## config.mk

```make
export PLATFORM = sky130hd
export DESIGN_NAME = terminal_key_sequence_decoder
export DESIGN_NICKNAME = d
export VERILOG_FILES = /design/src/sv/tksd_pkg.sv /design/src/sv/tksd_parse.sv /design/src/sv/tksd_out_reg.sv /design/src/sv/terminal_key_sequence_decoder.sv
export SDC_FILE = /design/constraint.sdc
export NUM_CORES = 1
export LEC_CHECK = 0
export BUFFER_PORTS_ARGS = -buffer_cell sky130_fd_sc_hd__buf_2
export CAP_MARGIN = 20
export CELL_PAD_IN_SITES_DETAIL_PLACEMENT = 1
export CELL_PAD_IN_SITES_GLOBAL_PLACEMENT = 1
export CORE_ASPECT_RATIO = 0.5
export CORE_UTILIZATION = 48
export DETAILED_ROUTE_END_ITERATION = 10
export PLACE_DENSITY_LB_ADDON = 0.1
export SLEW_MARGIN = 25
export SYNTH_ARGS = -nofsm -noshare
export SYNTH_HDL_FRONTEND = slang
export SYNTH_SLANG_ARGS = --single-unit
```

## constraint.sdc

```tcl
create_clock -name clk -period 5.3 [get_ports clk]
set_input_delay 0 -clock clk [delete_from_list [all_inputs] [get_ports clk]]
set_output_delay 0 -clock clk [all_outputs]
set_load 0.01 [all_outputs]
```

## src/sv/tksd_pkg.sv

```systemverilog
// ----------------------------------------------------------------------------
// tksd_pkg
// types, byte codes and key lookups of the terminal key sequence decoder
// ----------------------------------------------------------------------------
package tksd_pkg;

  // byte codes
  localparam logic [7:0] CH_ESC      = 8'd27;
  localparam logic [7:0] CH_LBRACKET = 8'h5B;
  localparam logic [7:0] CH_SEMI     = 8'h3B;
  localparam logic [7:0] CH_TILDE    = 8'h7E;
  localparam logic [7:0] CH_ONE      = 8'h31;
  localparam logic [7:0] CH_TWO      = 8'h32;
  localparam logic [7:0] CH_EIGHT    = 8'h38;

  // byte position codes
  localparam logic [2:0] POS_ESC     = 3'd0;
  localparam logic [2:0] POS_BRACKET = 3'd1;
  localparam logic [2:0] POS_PARAM   = 3'd2;
  localparam logic [2:0] POS_SEP     = 3'd3;
  localparam logic [2:0] POS_MOD     = 3'd4;
  localparam logic [2:0] POS_FINAL   = 3'd5;
  localparam logic [2:0] POS_MAX     = 3'd7;

  // key and parameter codes
  localparam logic [3:0] KEY_UP       = 4'd0;
  localparam logic [3:0] KEY_DOWN     = 4'd1;
  localparam logic [3:0] KEY_RIGHT    = 4'd2;
  localparam logic [3:0] KEY_LEFT     = 4'd3;
  localparam logic [3:0] KEY_HOME     = 4'd4;
  localparam logic [3:0] KEY_END      = 4'd5;
  localparam logic [3:0] KEY_INSERT   = 4'd6;
  localparam logic [3:0] KEY_DELETE   = 4'd7;
  localparam logic [3:0] KEY_PAGEUP   = 4'd8;
  localparam logic [3:0] KEY_PAGEDOWN = 4'd9;
  localparam logic [3:0] PARAM_ONE    = 4'd10;
  localparam logic [3:0] NO_KEY       = 4'd15;

  // one decoded result
  typedef struct packed {
    logic       found;
    logic [3:0] key_number;
    logic [2:0] modifier_bits;
  } tksd_result_t;

  // final letter of a cursor key form
  function automatic logic [3:0] cursor_key(input logic [7:0] b);
    logic [3:0] k;
    case (b)
      8'h41:   k = KEY_UP;
      8'h42:   k = KEY_DOWN;
      8'h43:   k = KEY_RIGHT;
      8'h44:   k = KEY_LEFT;
      8'h48:   k = KEY_HOME;
      8'h46:   k = KEY_END;
      default: k = NO_KEY;
    endcase
    return k;
  endfunction

  // numeric parameter of a tilde key form
  function automatic logic [3:0] tilde_key(input logic [7:0] b);
    logic [3:0] k;
    case (b)
      8'h32:   k = KEY_INSERT;
      8'h33:   k = KEY_DELETE;
      8'h35:   k = KEY_PAGEUP;
      8'h36:   k = KEY_PAGEDOWN;
      default: k = NO_KEY;
    endcase
    return k;
  endfunction

  function automatic logic is_tilde_param(input logic [3:0] p);
    return (p >= KEY_INSERT) && (p <= KEY_PAGEDOWN);
  endfunction

endpackage

```

## src/sv/tksd_parse.sv

```systemverilog
// ----------------------------------------------------------------------------
// tksd_parse
// per-byte match logic and sequence state; gives the result on the last byte
// ----------------------------------------------------------------------------
module tksd_parse (
  input  logic                  clk,
  input  logic                  rst_n,
  input  logic                  step_valid,
  input  logic [7:0]            step_byte,
  input  logic                  step_last,
  output tksd_pkg::tksd_result_t result
);
  import tksd_pkg::*;

  logic [2:0] pos_r, pos_nxt;
  logic       match_r, match_nxt;
  logic [3:0] fparam_r, fparam_nxt;
  logic [2:0] mod_r, mod_nxt;

  logic       match;
  logic       hit;
  logic [3:0] key;
  logic [2:0] mod;
  logic [3:0] ck;
  logic [3:0] tk;
  logic [7:0] mod_diff;

  assign ck       = cursor_key(step_byte);
  assign tk       = tilde_key(step_byte);
  assign mod_diff = step_byte - CH_ONE;

  // match step for the current byte position
  always_comb begin
    match      = match_r;
    hit        = 1'b0;
    key        = '0;
    mod        = '0;
    fparam_nxt = fparam_r;
    mod_nxt    = mod_r;
    unique case (pos_r)
      POS_ESC: begin
        if (step_byte != CH_ESC) match = 1'b0;
      end
      POS_BRACKET: begin
        if (step_byte != CH_LBRACKET) match = 1'b0;
      end
      POS_PARAM: begin
        if (ck != NO_KEY) begin
          if (step_last) begin
            hit = 1'b1;
            key = ck;
          end else begin
            match = 1'b0;
          end
        end else if (step_byte == CH_ONE) begin
          fparam_nxt = PARAM_ONE;
        end else if (tk != NO_KEY) begin
          fparam_nxt = tk;
        end else begin
          match = 1'b0;
        end
      end
      POS_SEP: begin
        if (fparam_r == PARAM_ONE) begin
          if (step_byte != CH_SEMI) match = 1'b0;
        end else if (is_tilde_param(fparam_r)) begin
          if (step_byte == CH_SEMI) begin
            // modified tilde form continues
          end else if (step_byte == CH_TILDE && step_last) begin
            hit = 1'b1;
            key = fparam_r;
          end else begin
            match = 1'b0;
          end
        end else begin
          match = 1'b0;
        end
      end
      POS_MOD: begin
        if (step_byte >= CH_TWO && step_byte <= CH_EIGHT) mod_nxt = mod_diff[2:0];
        else match = 1'b0;
      end
      POS_FINAL: begin
        if (fparam_r == PARAM_ONE) begin
          if (ck != NO_KEY && step_last) begin
            hit = 1'b1;
            key = ck;
            mod = mod_r;
          end else begin
            match = 1'b0;
          end
        end else if (is_tilde_param(fparam_r) && step_byte == CH_TILDE && step_last) begin
          hit = 1'b1;
          key = fparam_r;
          mod = mod_r;
        end else begin
          match = 1'b0;
        end
      end
      default: begin
        match = 1'b0;
      end
    endcase
  end

  // result fields, zero unless the whole sequence matched
  always_comb begin
    result.found         = match_r && hit;
    result.key_number    = (match_r && hit) ? key : '0;
    result.modifier_bits = (match_r && hit) ? mod : '0;
  end

  // next sequence state
  always_comb begin
    pos_nxt   = pos_r;
    match_nxt = match_r;
    if (step_valid) begin
      if (step_last) begin
        pos_nxt   = POS_ESC;
        match_nxt = 1'b1;
      end else begin
        if (pos_r != POS_MAX) pos_nxt = pos_r + 3'd1;
        match_nxt = match;
      end
    end
  end

  always_ff @(posedge clk) begin
    if (!rst_n) begin
      pos_r    <= POS_ESC;
      match_r  <= 1'b1;
      fparam_r <= '0;
      mod_r    <= '0;
    end else begin
      pos_r   <= pos_nxt;
      match_r <= match_nxt;
      if (step_valid) begin
        if (step_last) begin
          fparam_r <= '0;
          mod_r    <= '0;
        end else begin
          fparam_r <= fparam_nxt;
          mod_r    <= mod_nxt;
        end
      end
    end
  end

endmodule

```

## src/sv/tksd_out_reg.sv

```systemverilog
// ----------------------------------------------------------------------------
// tksd_out_reg
// result register holding one item until the downstream side takes it
// ----------------------------------------------------------------------------
module tksd_out_reg (
  input  logic                   clk,
  input  logic                   rst_n,
  input  logic                   load,
  input  tksd_pkg::tksd_result_t load_data,
  output logic                   can_load,
  output logic                   out_tvalid,
  input  logic                   out_tready,
  output logic [7:0]             out_tdata,
  output logic                   out_tuser
);
  import tksd_pkg::*;

  logic         valid_r, valid_nxt;
  tksd_result_t data_r;

  assign can_load = !valid_r || out_tready;

  // valid flag: set on load, cleared once the item leaves
  always_comb begin
    valid_nxt = valid_r;
    if (load) valid_nxt = 1'b1;
    else if (out_tready) valid_nxt = 1'b0;
  end

  always_ff @(posedge clk) begin
    if (!rst_n) begin
      valid_r <= 1'b0;
    end else begin
      valid_r <= valid_nxt;
    end
  end

  always_ff @(posedge clk) begin
    if (load) data_r <= load_data;
  end

  assign out_tvalid = valid_r;
  assign out_tdata  = {1'b0, data_r.modifier_bits, data_r.key_number};
  assign out_tuser  = data_r.found;

endmodule

```

## src/sv/terminal_key_sequence_decoder.sv

```systemverilog
// ----------------------------------------------------------------------------
// terminal_key_sequence_decoder
// decodes cursor and editing key escape sequences, one byte per item
// ----------------------------------------------------------------------------
//  channel | direction | ports
//  in      | slave     | in_tvalid in_tready in_tdata in_tlast
//  out     | master    | out_tvalid out_tready out_tdata out_tuser
//
//  one byte per cycle unless a held result stalls; a byte waits in the input
//  register; a last-marked byte's result then sits in the result register
//  synchronous active-low reset returns the sequence state to its start
//  a held result stalls only last-marked bytes; other bytes keep flowing
// ----------------------------------------------------------------------------
module terminal_key_sequence_decoder (
  input  logic       clk,
  input  logic       rst_n,
  input  logic       in_tvalid,
  output logic       in_tready,
  input  logic [7:0] in_tdata,   // [7:0] seq_byte
  input  logic       in_tlast,   // seq_last
  output logic       out_tvalid,
  input  logic       out_tready,
  output logic [7:0] out_tdata,  // [3:0] key_number, [6:4] modifier_bits, [7] zero
  output logic       out_tuser   // found
);
  import tksd_pkg::*;

  logic         in_v_r, in_v_nxt;
  logic [7:0]   in_byte_r;
  logic         in_last_r;
  logic         can_load;
  logic         adv;
  tksd_result_t result;

  // input register advances unless its last byte would hit a full output
  assign adv       = in_v_r && (!in_last_r || can_load);
  assign in_tready = !in_v_r || adv;

  always_comb begin
    in_v_nxt = in_v_r;
    if (in_tvalid && in_tready) in_v_nxt = 1'b1;
    else if (adv) in_v_nxt = 1'b0;
  end

  always_ff @(posedge clk) begin
    if (!rst_n) begin
      in_v_r <= 1'b0;
    end else begin
      in_v_r <= in_v_nxt;
    end
  end

  always_ff @(posedge clk) begin
    if (in_tvalid && in_tready) begin
      in_byte_r <= in_tdata;
      in_last_r <= in_tlast;
    end
  end

  // sequence matching
  tksd_parse u_parse (
    .clk        (clk),
    .rst_n      (rst_n),
    .step_valid (adv),
    .step_byte  (in_byte_r),
    .step_last  (in_last_r),
    .result     (result)
  );

  // result register
  tksd_out_reg u_out (
    .clk        (clk),
    .rst_n      (rst_n),
    .load       (adv && in_last_r),
    .load_data  (result),
    .can_load   (can_load),
    .out_tvalid (out_tvalid),
    .out_tready (out_tready),
    .out_tdata  (out_tdata),
    .out_tuser  (out_tuser)
  );

endmodule

```

==> reports/results.ini, run 1 <==
[status]
outcome = complete, no violations

[die]
initial_core_util = 0.519
die_x_um = 89.8
die-area_um2 = 4120
pin_count = 24
core_um2 = 3570
die_y_um = 45.9
rows = 15

[sta]
min_period_ns = 1.98
setup_viol = 0
worst_clock_skew_ns = 0.00372
hold_viol = 0
slew_headroom = 0.364
fmax_ghz = 0.506
final.setup.tns_ns = 0
rsz0062_at_grt = no
finalHoldWorstSlack_ns = 0.0941
slew_viol_final = 0
period_share = 0.373
tightest_slew_ns = 0.950

[worst_setup_path]
worstPathArrival_ns = 2.00
cp_slowest_stage_delay_ns = 0.57
worst_setup_path_end_kind = register
path_buf_inv = 1
crit_path_end = u_out.out_tdata[4]
path_depth = 5
r2r_setup_slack_ns = 3.32
startpoint = in_byte_r[0]
r2r_cells = 5
r2r-start = in_byte_r[0]
critPathMaxFanout = 8
rr_endpoint = u_out.out_tdata[4]
critical_path.top_delay_family = simple AND/OR/NAND/NOR gates
cp-start-kind = register
crit_chain = inv_1 > ha_1 > or4b_1 > a41oi_2 > nor3b_1
required_ns = 5.32
crit_slowest_cell = or4b_1
path_class = register to register

[pwr]
p_int_w = 0.000379
p_switching_w = 0.000120
p_leak_nw = 0.775
sw_frac_of_total = 0.241
pwr-share-clk = 0.377
share_seq_of_total_power = 0.531
power_density_nw_per_um2 = 230
ir_drop_uv = 136
power_frac_comb = 0.093

[global_route]
grt_pass1_vias = 1513
grt_first_pass_wirelength_mm = 7.56
grt_max_degree = 17
antenna_found_initial = 0
overflow = 0
gr-usage-all-layers = 0.248

[clock_tree]
cts_tree = built
clockRootBuffer = clkbuf_8
cts_setup_buffers = 0
cts_made_buffers = 5
clk_latency_ns = 0.28
clock_path_buffers = 2
cts.clk_slew.worst_paths_ns = 0.06
htree_num_levels = 2
cts_sinks = 30

[cells_and_area]
final_core_util = 0.611
stdcell_count = 272
syn_to_final_growth_pct = 17.7
final_area_um2 = 2180
antenna_cells = 0
drive_gt1_frac = 0.176
nNetsFinal = 243

[place]
place_hpwl_mm = 3.48
port_buffers = 22
placed_cells = 254
dpl-instance-area_um2 = 1990
gp_congestion = 0.876

[logic_synthesis]
ys_seq_area_frac = 0.417
synth.distinct_cells = 52
synthCells = 187
synth_flop_cell = edfxtp_1
syn_nets = 210
synth_edf_count = 17
ys_ff_latch = 30
syn_area_per_cell_um2 = 9.89
synth_area_um2 = 1850
yosysWarnings = 0
synthArstFlopShare = 0

[routing]
ant_nets = 0
first_iter_violations = 89
avgViaCountPerCell = 5.77
wire_per_inst_um = 17.4
route.detailed.drc = 0
wl_mm = 4.72
vias = 1570
drt_pass1_iterations = 4

[worst_hold_path]
min_path_type = input port to register

[job]
max-cap-violations = 0

==> per-layer routing <==
layer / vias to the layer above / GRT usage / share of wire
met2: 34 / 0.428 / 0.44
met1: 765 / 0.329 / 0.52
met4: 0 / 0.0393 / 0.0021
met3: 2 / 0.0617 / 0.042
met5: - / 0 / 0
li1: 769 / - / -
==> power groups by stage <==
| stage | clock, W | combinational, W | sequential (W) |
|---|---|---|---|
| floorplan | 0 | 0.0000313 | 0.000264 |
| global placement | 0 | 0.0000388 | 0.000269 |
| detailed placement | 0 | 0.0000401 | 0.000270 |
| CTS | 0.000192 | 0.0000459 | 0.000265 |
| global route | 0.000201 | 0.0000512 | 0.000266 |
| finish | 0.000188 | 0.0000465 | 0.000265 |
==> cell usage in the layout (no fill, tap or decap), types with 2 or more instances in the layout <==
master	n
and3_1	2
nand3b_1	4
or4b_1	2
nand3_1	6
o21a_1	3
edfxtp_1	17
nor3b_1	5
o21ai_1	2
nor2_1	14
nor2b_1	3
buf_2	22
and2b_1	2
dlygate4sd3_1	10
clkbuf_8	6
nor3_1	4
o21ai_0	2
a21oi_1	11
a31oi_1	3
mux2i_1	2
ha_1	10
nand4bb_1	3
and2_1	4
nand2b_1	2
nand4_1	2
nand2_1	18
a32oi_1	2
inv_1	10
o211ai_1	12
dfxtp_1	13
a211oi_2	2
==> stage by stage <==
step                      setup WS [ns]  total power [W]
after floorplan                    3.45         0.000296
after global placement             3.40         0.000308
after detailed placement           3.34         0.000310
after CTS                          3.33         0.000503
after global routing               3.19         0.000519
final                              3.32         0.000500
==> kinds of logic after synthesis <==
family | count (synthesis) | synth area share
and+or+nand+nor | 78 | 0.258
AOI/OAI and AO/OA | 49 | 0.200
DFF | 30 | 0.417
buffers and inverters | 16 | 0.0406
adders and majority gates | 10 | 0.0677
muxes | 2 | 0.0108
other | 1 | 0.00203
xor gates and xnor gates | 1 | 0.00474
==> synthesized netlist by cell type, types with 4 or more instances <==
| master | instances | area (um^2) |
|---|---|---|
| nand2_1 | 18 | 67.6 |
| edfxtp_1 | 17 | 510 |
| nor2_1 | 14 | 52.6 |
| dfxtp_1 | 13 | 260 |
| o211ai_1 | 12 | 90.1 |
| a21oi_1 | 11 | 55.1 |
| ha_1 | 10 | 125 |
| inv_1 | 10 | 37.5 |
| nand3_1 | 6 | 30.0 |
| nor3b_1 | 5 | 37.5 |
| and2_1 | 4 | 25.0 |
| nand3b_1 | 4 | 30.0 |
| nor3_1 | 4 | 20.0 |
==> state kept, by name (all words and copies together) (netlist names) <==
signal / flops
in_byte_r: 8
u_out.out_tdata: 7
u_parse.fparam_r: 4
u_parse.mod_r: 3
u_parse.pos_r: 3
in_last_r: 1
in_v_r: 1
u_out.out_tuser: 1
u_out.out_tvalid: 1
u_parse.match_r: 1
==> how the worst min path moves through the flow <==
stage | start | to | slack [ns] | cells after the start
3_3_place_gp | in_tdata[3] | in_byte_r[3] | 0.18 | 1
4_1_cts | rst_n | u_out.out_tvalid | 0.08 | 3
6_report | rst_n | u_parse.pos_r[0] | 0.09 | 3
2_1_floorplan | in_tdata[0] | in_byte_r[0] | 0.1 | 0
5_1_grt | rst_n | u_parse.mod_r[2] | 0.11 | 3
3_5_place_dp | in_tdata[7] | in_byte_r[7] | 0.18 | 1
==> repair_timing <==
item,in CTS,in global routing
hold buffers,10,0
hold endpoints to repair,10,0
gates resized for setup,0,0
==> tightest hold or removal path, cell delays in order <==
cell and delay (ns):
buf_2 0.11, inv_1 0.12, nor2_1 0.12
==> layout make-up <==
type | count | area [um^2]
Clock inverter | 1 | 5.00
Fill cell | 410 | 1390
Inverter | 10 | 37.5
Tap cell | 51 | 63.8
Multi-Input combinational cell | 141 | 1000
Clock buffer | 7 | 86.3
Timing Repair Buffer | 32 | 210
Sequential cell | 30 | 771
Note: power is estimated with default switching activity, not from simulation.
==> run 2: changes to the inputs <==
--- a/config.mk
+++ b/config.mk
@@ -10,7 +10,7 @@
 export CELL_PAD_IN_SITES_DETAIL_PLACEMENT = 1
 export CELL_PAD_IN_SITES_GLOBAL_PLACEMENT = 1
 export CORE_ASPECT_RATIO = 0.5
-export CORE_UTILIZATION = 48
+export CORE_UTILIZATION = 40
 export DETAILED_ROUTE_END_ITERATION = 10
 export PLACE_DENSITY_LB_ADDON = 0.1
 export SLEW_MARGIN = 25
==> constraint.sdc (replaced) <==
create_clock -name clk -period 1.6 [get_ports clk]
set_input_delay 0 -clock clk [delete_from_list [all_inputs] [get_ports clk]]
set_output_delay 0 -clock clk [all_outputs]
set_load 0.01 [all_outputs]
==> reports/results.ini, run 2 (synthesized netlist as in run 1, its figures left out) <==
[status]
outcome = finished with violations
violations = design-rule violations, negative setup slack

[worst_setup_path]
critPathMaxFanout = 5
path_class = register to register
rr_endpoint = u_out.out_tdata[5]
worstPathArrival_ns = 1.89
r2r_cells = 4
r2r-start = in_byte_r[1]
cp-start-kind = register
r2r_setup_slack_ns = -0.25
required_ns = 1.64
worst_setup_path_end_kind = register

[die]
die-area_um2 = 4920
pin_count = 24
core_um2 = 4420
die_x_um = 98.2
initial_core_util = 0.418
die_y_um = 50.1
rows = 17

[clock_tree]
clockRootBuffer = clkbuf_8
htree_num_levels = 2
cts.clk_slew.worst_paths_ns = 0.07
clk_latency_ns = 0.29
cts_made_buffers = 5
clock_path_buffers = 2
cts_sinks = 30
cts_tree = built

[global_route]
grt_first_pass_wirelength_mm = 8.50
gr-usage-all-layers = 0.231
antenna_found_initial = 0
grt_pass1_vias = 1712
grt_max_degree = 11
overflow = 0

[place]
dpl-instance-area_um2 = 2250
gp_congestion = 0.845
place_hpwl_mm = 3.91
port_buffers = 22

[cells_and_area]
n_fill_cell = 494
multi_input_area_um2 = 1150
final_common_cell = buf_4
mostFrequentLayoutCells = buf_4 (32), buf_2 (22), nand2_1 (18)
final_area_um2 = 2670
antenna_cells = 0
final_core_util = 0.602
drive_gt1_frac = 0.377
nNetsFinal = 282
largest_reg_flops = 8
syn_to_final_growth_pct = 44.1
final-seq-area_um2 = 771
regMostFlops = in_byte_r

[sta]
final.setup.worst_slack_ns = -0.247
rsz0062_at_grt = yes
min_period_ns = 1.85
period_share = 1.15
slew_headroom = 0.507
fmax_ghz = 0.542
tightest_slew_ns = 0.736
slew_viol_final = 0
hold_viol = 0
setup_viol = 16
worst_clock_skew_ns = 0.00936

[pwr]
power_frac_comb = 0.140
p_leak_nw = 0.998
power_density_nw_per_um2 = 712
p_int_w = 0.00143
ir_drop_uv = 500
share_seq_of_total_power = 0.453
p_switching_w = 0.000463
pwr-share-clk = 0.407
sw_frac_of_total = 0.244

[routing]
ant_nets = 0
wire_per_inst_um = 17.7
vias = 1729
drt_pass1_iterations = 7
first_iter_violations = 75
route.detailed.drc = 2
wl_mm = 5.62
avgViaCountPerCell = 5.45

[worst_hold_path]
hold_depth = 3
whs_endpoint = u_out.out_tvalid
min_path_type = input port to register
hp-start = rst_n

[job]
max-cap-violations = 0

==> run 2: stage by stage <==
| stage | hold WS (ns) | cells | setup WS (ns) | setup TNS, ns | total power (W) |
|---|---|---|---|---|---|
| 6_report | 0.0745 | 317 | -0.247 | -2.51 | 0.00190 |
| 2_1_floorplan | 0.0989 | 187 | -0.208 | -0.706 | 0.000982 |
| 5_1_grt | 0.116 | 317 | -0.318 | -3.82 | 0.00195 |
| 3_5_place_dp | 0.178 | 293 | -0.262 | -2.32 | 0.00107 |
| 4_1_cts | 0.0743 | 313 | -0.211 | -2.26 | 0.00187 |
| 3_3_place_gp | 0.177 | 293 | -0.147 | -1.28 | 0.00107 |
==> run 2: timing repair <==
item                                    in CTS  in global routing
pin swaps                                    7                 11
setup buffers                                2                  6
endpoints found under the setup margin      16                 16
gates resized for setup                      8                 25
hold buffers                                10                  0
endpoints found under the hold margin       10                  0
==> run 2: power groups by stage <==
stage / sequential [W] / combinational [W] / clock (W)
finish: 0.000859 / 0.000265 / 0.000773
global route: 0.000863 / 0.000285 / 0.000803
CTS: 0.000858 / 0.000229 / 0.000784
detailed placement: 0.000875 / 0.000199 / 0
global placement: 0.000873 / 0.000195 / 0
floorplan: 0.000876 / 0.000106 / 0
==> run 2: metal layers <==
layer,GRT usage,vias up,part of all wire
met5,0,-,0
met4,0.0522,0,0.0089
met3,0.0596,8,0.032
met2,0.379,37,0.47
met1,0.309,840,0.49
li1,-,844,-
==> run 2: layout make-up <==
| class | instances | share of cell area |
|---|---|---|
| clock inverter | 2 | 0.0141 |
| clock buffer | 6 | 0.0272 |
| multi-input combinational | 141 | 0.430 |
| timing repair buffer | 71 | 0.199 |
| sequential | 30 | 0.289 |
| tap | 57 | 0.0268 |
| inverter | 10 | 0.0141 |
==> run 2: worst max-delay path, stage by stage, from the launching register on <==
cell and delay, ns:
edfxtp_1 0.50, ha_2 0.25, or4b_4 0.55, a41oi_4 0.22, nor3b_2 0.08
==> run 2: worst max path at each step <==
| stage | start | endpoint | slack, ns | cells after the start |
|---|---|---|---|---|
| 3_3_place_gp | in_byte_r[1] | u_out.out_tdata[5] | -0.15 | 6 |
| 2_1_floorplan | in_byte_r[0] | u_out.out_tdata[4] | -0.21 | 6 |
| 6_report | in_byte_r[1] | u_out.out_tdata[5] | -0.25 | 4 |
| 4_1_cts | in_byte_r[0] | u_out.out_tdata[5] | -0.21 | 7 |
| 5_1_grt | in_byte_r[1] | u_out.out_tdata[6] | -0.32 | 4 |
| 3_5_place_dp | in_byte_r[0] | u_out.out_tdata[5] | -0.26 | 6 |
==> run 3: changes to the inputs <==
--- a/config.mk
+++ b/config.mk
@@ -5,15 +5,17 @@
 export SDC_FILE = /design/constraint.sdc
 export NUM_CORES = 1
 export LEC_CHECK = 0
+export ABC_AREA = 1
 export BUFFER_PORTS_ARGS = -buffer_cell sky130_fd_sc_hd__buf_2
 export CAP_MARGIN = 20
 export CELL_PAD_IN_SITES_DETAIL_PLACEMENT = 1
 export CELL_PAD_IN_SITES_GLOBAL_PLACEMENT = 1
-export CORE_ASPECT_RATIO = 0.5
-export CORE_UTILIZATION = 40
+export CORE_ASPECT_RATIO = 0.6
+export CORE_UTILIZATION = 37
 export DETAILED_ROUTE_END_ITERATION = 10
 export PLACE_DENSITY_LB_ADDON = 0.1
 export SLEW_MARGIN = 25
 export SYNTH_ARGS = -nofsm -noshare
 export SYNTH_HDL_FRONTEND = slang
 export SYNTH_SLANG_ARGS = --single-unit
+export TNS_END_PERCENT = 50
==> reports/results.ini, run 3 <==
[status]
outcome = finished with violations
violations = negative setup slack

[die]
die-area_um2 = 5150
core_um2 = 4610
die_y_um = 56.0
die_x_um = 92.0
initial_core_util = 0.390
rows = 19
pin_count = 24

[logic_synthesis]
synth_common_cells = nand2_1 (56), inv_1 (37), nor2_1 (33), nand3_1 (31), edfxtp_1 (17)
yosys.area.top_type_share = 0.284
synthArstFlopShare = 0
ys_ff_latch = 30
synth_edf_count = 17
synth.distinct_cells = 24
yosysMostFrequentCell = nand2_1
ys_seq_area_frac = 0.429
synth_area_um2 = 1800
yosysWarnings = 0
syn_area_per_cell_um2 = 7.42
synth_top_area_cell = edfxtp_1
synth_area_leaders = edfxtp_1 (28%), dfxtp_1 (14%), nand2_1 (12%), nand3_1 (8.6%), inv_1 (7.7%)
synthCells = 242
syn_nets = 265
synth_flop_cell = edfxtp_1

[cells_and_area]
nNetsFinal = 339
final-seq-area_um2 = 772
antenna_cells = 0
multi_input_area_um2 = 1130
final_common_cell = nand2_1
largest_reg_flops = 8
final_area_um2 = 2720
mostFrequentLayoutCells = nand2_1 (42), buf_4 (35), inv_1 (34)
regMostFlops = in_byte_r
syn_to_final_growth_pct = 51.5
final_core_util = 0.590
drive_gt1_frac = 0.426
n_fill_cell = 556

[routing]
met3WireLength_um = 441
top_layer = met4
drt_pass1_iterations = 4
avgViaCountPerCell = 5.13
vias = 1950
route.detailed.drc = 0
met1Wirelength_mm = 2.91
wl_mm = 6.70
wire_per_inst_um = 17.6
ant_nets = 0
met2_length_mm = 3.17
first_iter_violations = 126

[clock_tree]
clock_path_buffers = 2
cts_sinks = 30
clockRootBuffer = clkbuf_8
htree_num_levels = 2
cts.clk_slew.worst_paths_ns = 0.07
cts_made_buffers = 5
cts_tree = built
clk_latency_ns = 0.30

[global_route]
gr-usage-all-layers = 0.244
antenna_found_initial = 0
grt_pass1_vias = 1908
grt_max_degree = 11
overflow = 0
grt_first_pass_wirelength_mm = 9.32

[job]
max-cap-violations = 0

[sta]
period_share = 1.13
finalHoldWorstSlack_ns = 0.0119
min_period_ns = 1.82
slew_viol_final = 0
fmax_ghz = 0.551
rsz0062_at_grt = yes
final.setup.worst_slack_ns = -0.216
setup_viol = 16
hold_viol = 0
worst_clock_skew_ns = 0.0114

[worst_setup_path]
critPathMaxFanout = 5
worstPathArrival_ns = 1.97
path_class = register to register
crit_chain = inv_2 > ha_4 > nand3_2 > nor2_2 > nand3_2 > nor2_4 > nand3_2 > nand2_4 > nand2_2 > nor2_2
crit_slowest_cell = edfxtp_1
rr_endpoint = u_out.out_tdata[4]
cp_slowest_stage_delay_ns = 0.45
r2r-start = in_byte_r[0]
r2r_cells = 10
worst_setup_path_end_kind = register
required_ns = 1.75
cpMostUsedCell = nand3_2
cp-start-kind = register
r2r_setup_slack_ns = -0.22

[worst_hold_path]
whs_endpoint = u_parse.fparam_r[0]
hp-start = rst_n
hold_depth = 3
min_path_type = input port to register

[pwr]
power_density_nw_per_um2 = 648
ir_drop_uv = 343
p_leak_nw = 1.19

[place]
place_hpwl_mm = 4.06
port_buffers = 22
gp_congestion = 0.813
dpl-instance-area_um2 = 2140

-- run 3: changes by cell type in the layout (fill, tap and decap cells not counted), sizes merged, moves of 5 or more --
cell | before | now
nor2 | 14 | 37
nand2 | 18 | 61
nand3 | 6 | 32
inv | 10 | 39
nor3b | 5 | 0
o211ai | 12 | 0
-- run 3: logic make-up (layout without fill, tap and decap cells) --
logic type	Yosys count	after routing	synth area share
buffers and inverters	42	117	0.0947
and+or+nand+nor	139	139	0.346
AOI/OAI and AO/OA	20	20	0.0585
adders and majority gates	10	10	0.0696
DFF	30	30	0.429
other	1	1	0.00209
-- run 3: per-layer routing --
| layer | up-vias | global-route usage |
|---|---|---|
| li1 | 923 | - |
| met1 | 933 | 0.325 |
| met2 | 76 | 0.390 |
| met3 | 18 | 0.0560 |
| met4 | 0 | 0.0848 |
| met5 | - | 0 |
-- run 3: area by class of cell --
cell class | count | share of cell area
Inverter | 39 | 0.0538
Sequential cell | 30 | 0.284
Clock buffer | 6 | 0.0267
Tap cell | 63 | 0.0290
Timing Repair Buffer | 70 | 0.189
Multi-Input combinational cell | 170 | 0.414
Clock inverter | 2 | 0.00368
-- run 3: repair_timing --
item,CTS,global route
resized for setup,21,51
hold buffers,10,0
pin swaps,13,18
setup buffers,8,8
endpoints found under the setup margin,16,25
endpoints found under the hold margin,10,0
-- run 3: how the worst max path moves through the flow --
stage / from / to / slack [ns] / cells past startpoint
6_report: in_byte_r[0] / u_out.out_tdata[4] / -0.22 / 10
5_1_grt: in_byte_r[0] / u_out.out_tdata[6] / -0.28 / 10
4_1_cts: in_byte_r[0] / u_out.out_tdata[3] / -0.13 / 10
3_5_place_dp: in_byte_r[0] / u_out.out_tdata[5] / -0.24 / 10
3_3_place_gp: in_byte_r[0] / u_out.out_tdata[5] / -0.12 / 10
2_1_floorplan: in_byte_r[0] / u_out.out_tdata[1] / 0.05 / 10
-- run 3: metrics by stage --
step	cells	power [W]	setup slack [ns]	setup TNS, ns
2_1_floorplan	242	0.000983	0.0505	0
3_3_place_gp	346	0.00106	-0.116	-0.897
3_5_place_dp	346	0.00107	-0.235	-2.17
4_1_cts	372	0.00170	-0.134	-1.15
5_1_grt	380	0.00183	-0.276	-3.08
6_report	380	0.00176	-0.216	-1.94
-- run 3: power by group --
part,leakage [nW],switching (W),internal [W]
Sequential,0.273,0.0000226,0.000843
Clock,0.0450,0.000310,0.000301
Combinational,0.876,0.000162,0.000124
-- run 3: critical path: cells and delay by family, from the launching register on --
kind / cells / cell delay (ns)
fa+ha+maj: 1 / 0.17
simple gates: 8 / 0.90
flops: 1 / 0.45
buf+inv: 1 / 0.15
